<file path="src/rtl/assert_macros.svh">
// Assertion helpers; empty when SYNTHESIS is defined.
`ifndef ASSERT_MACROS_SVH
`define ASSERT_MACROS_SVH
`ifndef SYNTHESIS
`define QSV_ASSERT(lbl, clk, rst_n, prop) \
    lbl: assert property (@(posedge clk) disable iff (!rst_n) prop) \
        else $error("assertion failed");
`define QSV_ASSERT_NR(lbl, clk, prop) \
    lbl: assert property (@(posedge clk) prop) \
        else $error("assertion failed");
`else
`define QSV_ASSERT(lbl, clk, rst_n, prop)
`define QSV_ASSERT_NR(lbl, clk, prop)
`endif
`endif

</file>
<file path="src/rtl/qsv_pkg.sv">
package qsv_pkg;

    localparam int MAX_QUBITS_DEF = 10;
    localparam int AMP_BITS_DEF   = 16;

    // round(2^15 / sqrt2)
    localparam int INV_SQRT2_Q15  = 23170;

    typedef enum logic [1:0] {
        MODE_GROUND   = 2'd0,
        MODE_HADAMARD = 2'd1,
        MODE_PAULI_X  = 2'd2,
        MODE_READ     = 2'd3
    } t_mode;

    localparam logic [1:0] ST_DONE      = 2'd0;
    localparam logic [1:0] ST_BAD_QUBIT = 2'd1;
    localparam logic [1:0] ST_BAD_INDEX = 2'd2;

    typedef struct packed {
        logic valid;
        logic sub;
    } t_bfly_ctrl;

endpackage

</file>
<file path="src/rtl/qsv_bfly.sv">
// Shared butterfly unit: (a +/- b) * 1/sqrt2, rounded and saturated.
// Two-stage pipe: product register, then rounded result register.
module qsv_bfly #(
    parameter int AMP_BITS = qsv_pkg::AMP_BITS_DEF
) (
    input  logic                       i_clk,
    input  logic                       i_rst_n,
    input  qsv_pkg::t_bfly_ctrl        i_ctrl,
    input  logic signed [AMP_BITS-1:0] i_a,
    input  logic signed [AMP_BITS-1:0] i_b,
    output logic signed [AMP_BITS-1:0] o_res,
    output logic                       o_valid
);
    import qsv_pkg::*;

    localparam int SW = AMP_BITS + 1;
    localparam int PW = SW + 17;
    localparam logic signed [16:0]   COEF  = 17'(INV_SQRT2_Q15);
    localparam logic signed [PW-1:0] HALF  = PW'(1 << 14);
    localparam logic signed [PW-1:0] SAT_HI = PW'((64'sd1 <<< (AMP_BITS - 1)) - 64'sd1);
    localparam logic signed [PW-1:0] SAT_LO = -SAT_HI - PW'(1);

    logic signed [SW-1:0] w_s;
    logic signed [PW-1:0] r_prod;
    logic                 r_pvalid;
    logic signed [PW-1:0] w_q;
    logic signed [PW-1:0] w_sat;

    assign w_s = i_ctrl.sub ? (SW'(i_a) - SW'(i_b)) : (SW'(i_a) + SW'(i_b));

    // floor((p + 2^14) / 2^15): nearest, ties up
    assign w_q = (r_prod + HALF) >>> 15;

    always_comb begin
        w_sat = w_q;
        if (w_q > SAT_HI) begin
            w_sat = SAT_HI;
        end else if (w_q < SAT_LO) begin
            w_sat = SAT_LO;
        end
    end

    always_ff @(posedge i_clk) begin
        if (!i_rst_n) begin
            r_pvalid <= 1'b0;
            o_valid  <= 1'b0;
        end else begin
            r_pvalid <= i_ctrl.valid;
            o_valid  <= r_pvalid;
        end
        r_prod <= PW'(w_s) * PW'(COEF);
        o_res  <= AMP_BITS'(w_sat);
    end

endmodule

</file>
<file path="config.mk">
export PLATFORM = sky130hd
export DESIGN_NAME = qsv_bfly
export DESIGN_NICKNAME = d
export VERILOG_FILES = /design/src/rtl/assert_macros.svh /design/src/rtl/qsv_pkg.sv /design/src/rtl/qsv_bfly.sv
export SDC_FILE = /design/constraint.sdc
export NUM_CORES = 1
export LEC_CHECK = 0
export BUFFER_PORTS_ARGS = -buffer_cell sky130_fd_sc_hd__buf_2
export CORE_MARGIN = 1.5
export CORE_UTILIZATION = 40
export DETAILED_ROUTE_END_ITERATION = 16
export PLACE_DENSITY_LB_ADDON = 0.25
export RECOVER_POWER = 50
export SYNTH_ARGS = -nofsm -noshare
export SYNTH_HDL_FRONTEND = slang
export SYNTH_SLANG_ARGS = --single-unit
</file>
<file path="constraint.sdc">
create_clock -name i_clk -period 16.3 [get_ports i_clk]
set_input_delay 3.26 -clock i_clk [delete_from_list [all_inputs] [get_ports i_clk]]
set_output_delay 3.26 -clock i_clk [all_outputs]
set_load 0.02 [all_outputs]
</file>
==> results.toml <==
[flow_run]
drv_cap = 0

[sta]
fin_crit_sh_pct = 65.43
tightest_slew_ns = 0.8759
slew_headroom_pct = 41.19
finalSetupTns_ns = 0
finClkSkew_ns = 0.002842
layout_setup_ws_ns = 5.634
hold_viol = 0
fmax_mhz = 93.76
fin_crit_ns = 10.67
finalSetupViolations = 0
slew_violations = 0
grt_setup_unrepaired = "false"

[die]
io-pin-count = 53
num_rows = 45
die_h_um = 128.5
die_w_um = 128.5
start_util_pct = 41.12
core_um2 = 15310
dieArea_um2 = 16500

[synthesis]
synthCells = 683
synth_commonest_cells = "134 x ha_1, 101 x inv_1, 63 x fa_1"
synth_nets = 916
synth.largest_area_cell = "ha_1"
postSynthAreaPerCell_um2 = 9.220
ys.flop_type = "dfxtp_1"
synth.distinct_cells = 63
async_flop_share_pct = 0
yosysMostFrequentCell = "ha_1"
synth_area_um2 = 6297
synth-edff-count = 0
seq_area_frac_synth_pct = 11.76
yosys.area.top_type_share_pct = 26.62
ys_top_cells_by_area = "ha_1 27%, fa_1 20%, dfxtp_1 12%, inv_1 6.0%, xnor2_1 6.0%"
yosysWarnings = 0
yosys_register_bits = 37

[critical_path]
reg2reg_to = "o_res[14]"
r2r_slack_ns = 13.95
crit_required_ns = 16.50
cp.arrival_ns = 10.86
setup.worst_path.class = "input port to flip-flop"
startpoint_type = "input port"
crit_slowest_cell = "fa_1"
path_max_fanout = 19
cp-end-kind = "flip-flop"
reg2regPathDepth = 8
max_stage_delay_ns = 0.54
critPathLaunch = "i_b[2]"
crit_end = "r_prod[31]"
rr_startpoint = "r_prod[16]"

[worst_hold_path]
hold_class = "flip-flop to flip-flop"

[cts]
cts_buffer_depth = 2
hold_buffers = 0
clock_latency_ns = 0.27
cts_resized = 0
htreeDepth = 2
cts_root_buf = "clkbuf_16"
post_cts_buffers = 0
clock_sinks = 37
path_clk_slew_ns = 0.05
cts_buffers = 5
cts_tree = "built"

[finish]
fillCellCount = 1542
layout.nets = 966
area_delta_synth_final_pct = 9.597
num_antenna_cells = 0
final-seq-area_um2 = 740.7
multi_input_area_um2 = 5125
final-instance-count-excl-fill = 945
drive_gt1_share_pct = 9.128

[routing]
firstDrtPassIters = 4
vias_per_cell = 5.026
drtIter0Drc = 188
drc = 0
vias = 4750
postRouteAntennaNets = 0
wl_per_cell_um = 13.05
wirelength_um = 12330

[placed_design]
placed_cells = 937
dp_slack_ns = 5.433
placement.io_buffers = 52
gp_congestion = 0.8364
hpwl_um = 10960

[grt]
grt_pass1_vias = 4766
grt_usage_pct = 15.33
grt_overflow_total = 0
antenna_found_initial = 0
grt_start_max_net_pins = 20
grt_pass1_wl_um = 20900

[outcome]
status = "finished clean"
flip-flops by register name, indices dropped and copies added (netlist names):
register  cells
o_res        16
r_pvalid      1
r_prod       19
o_valid       1
final cells by class:
| cell class | instances | share of cell area (%) |
|---|---|---|
| sequential | 37 | 10.73 |
| inverter | 101 | 5.493 |
| timing repair buffer | 53 | 3.716 |
| clock buffer | 8 | 1.976 |
| multi-input combinational | 535 | 74.26 |
| tap | 211 | 3.825 |
per-layer routing:
layer / global-route usage (%) / wire length [µm]
met5: 0 / 0
met3: 1.289 / 374
met4: 3.701 / 195
met2: 27.96 / 5916
met1: 19.63 / 5846
placed cells by master, fill, tap and decap left out, types with 6 or more instances in the layout:
cell type	netlist	layout
ha_1	134	134
inv_1	101	101
fa_1	63	63
buf_2	1	43
nor2_1	42	42
xnor2_1	43	42
o21ai_0	39	39
dfxtp_1	37	37
a21oi_1	32	32
nand2_1	29	29
xor2_1	22	22
a21o_1	14	14
clkbuf_1	6	12
nor3_1	11	11
nand3_1	11	11
o21a_1	7	7
nand4_1	6	6
through the flow:
| stage | cell area, µm² | utilization (%) | hold WS, ns |
|---|---|---|---|
| after floorplan | 6297 | - | 0.4057 |
| after global placement | 6777 | 44.25 | 0.4180 |
| after detailed placement | 6777 | 44.25 | 0.4220 |
| after CTS | 6913 | 45.14 | 0.4452 |
| after global routing | 6902 | 45.07 | 0.4816 |
| final | 6902 | 45.07 | 0.4501 |
how the worst min path moves through the flow:
stage	startpoint	end	cells after the start
finish	r_pvalid	o_valid	1
CTS	r_pvalid	o_valid	1
global route	r_pvalid	o_valid	1
global placement	r_pvalid	o_valid	1
detailed placement	r_pvalid	o_valid	1
floorplan	r_pvalid	o_valid	1
cells by family (layout without fill, tap and decap cells):
kind of cell,count (synthesis),in the layout,synth area share [%]
xor+xnor,66,66,9.299
buf+inv,111,162,6.974
flops,37,37,11.76
mux,1,1,0.1590
fa+ha+maj,197,197,46.65
simple gates,142,142,11.58
compound gates,129,129,13.57
worst max-delay path: cells and delay by family:
family / cells / cell delay (ns)
compound gates: 8 / 1.91
xor+xnor: 3 / 0.42
fa+ha+maj: 8 / 3.34
buf+inv: 4 / 0.54
simple gates: 7 / 1.38
Power is not shown: default switching activity piles up to over one toggle a cycle in this logic, so the estimate is an artifact.
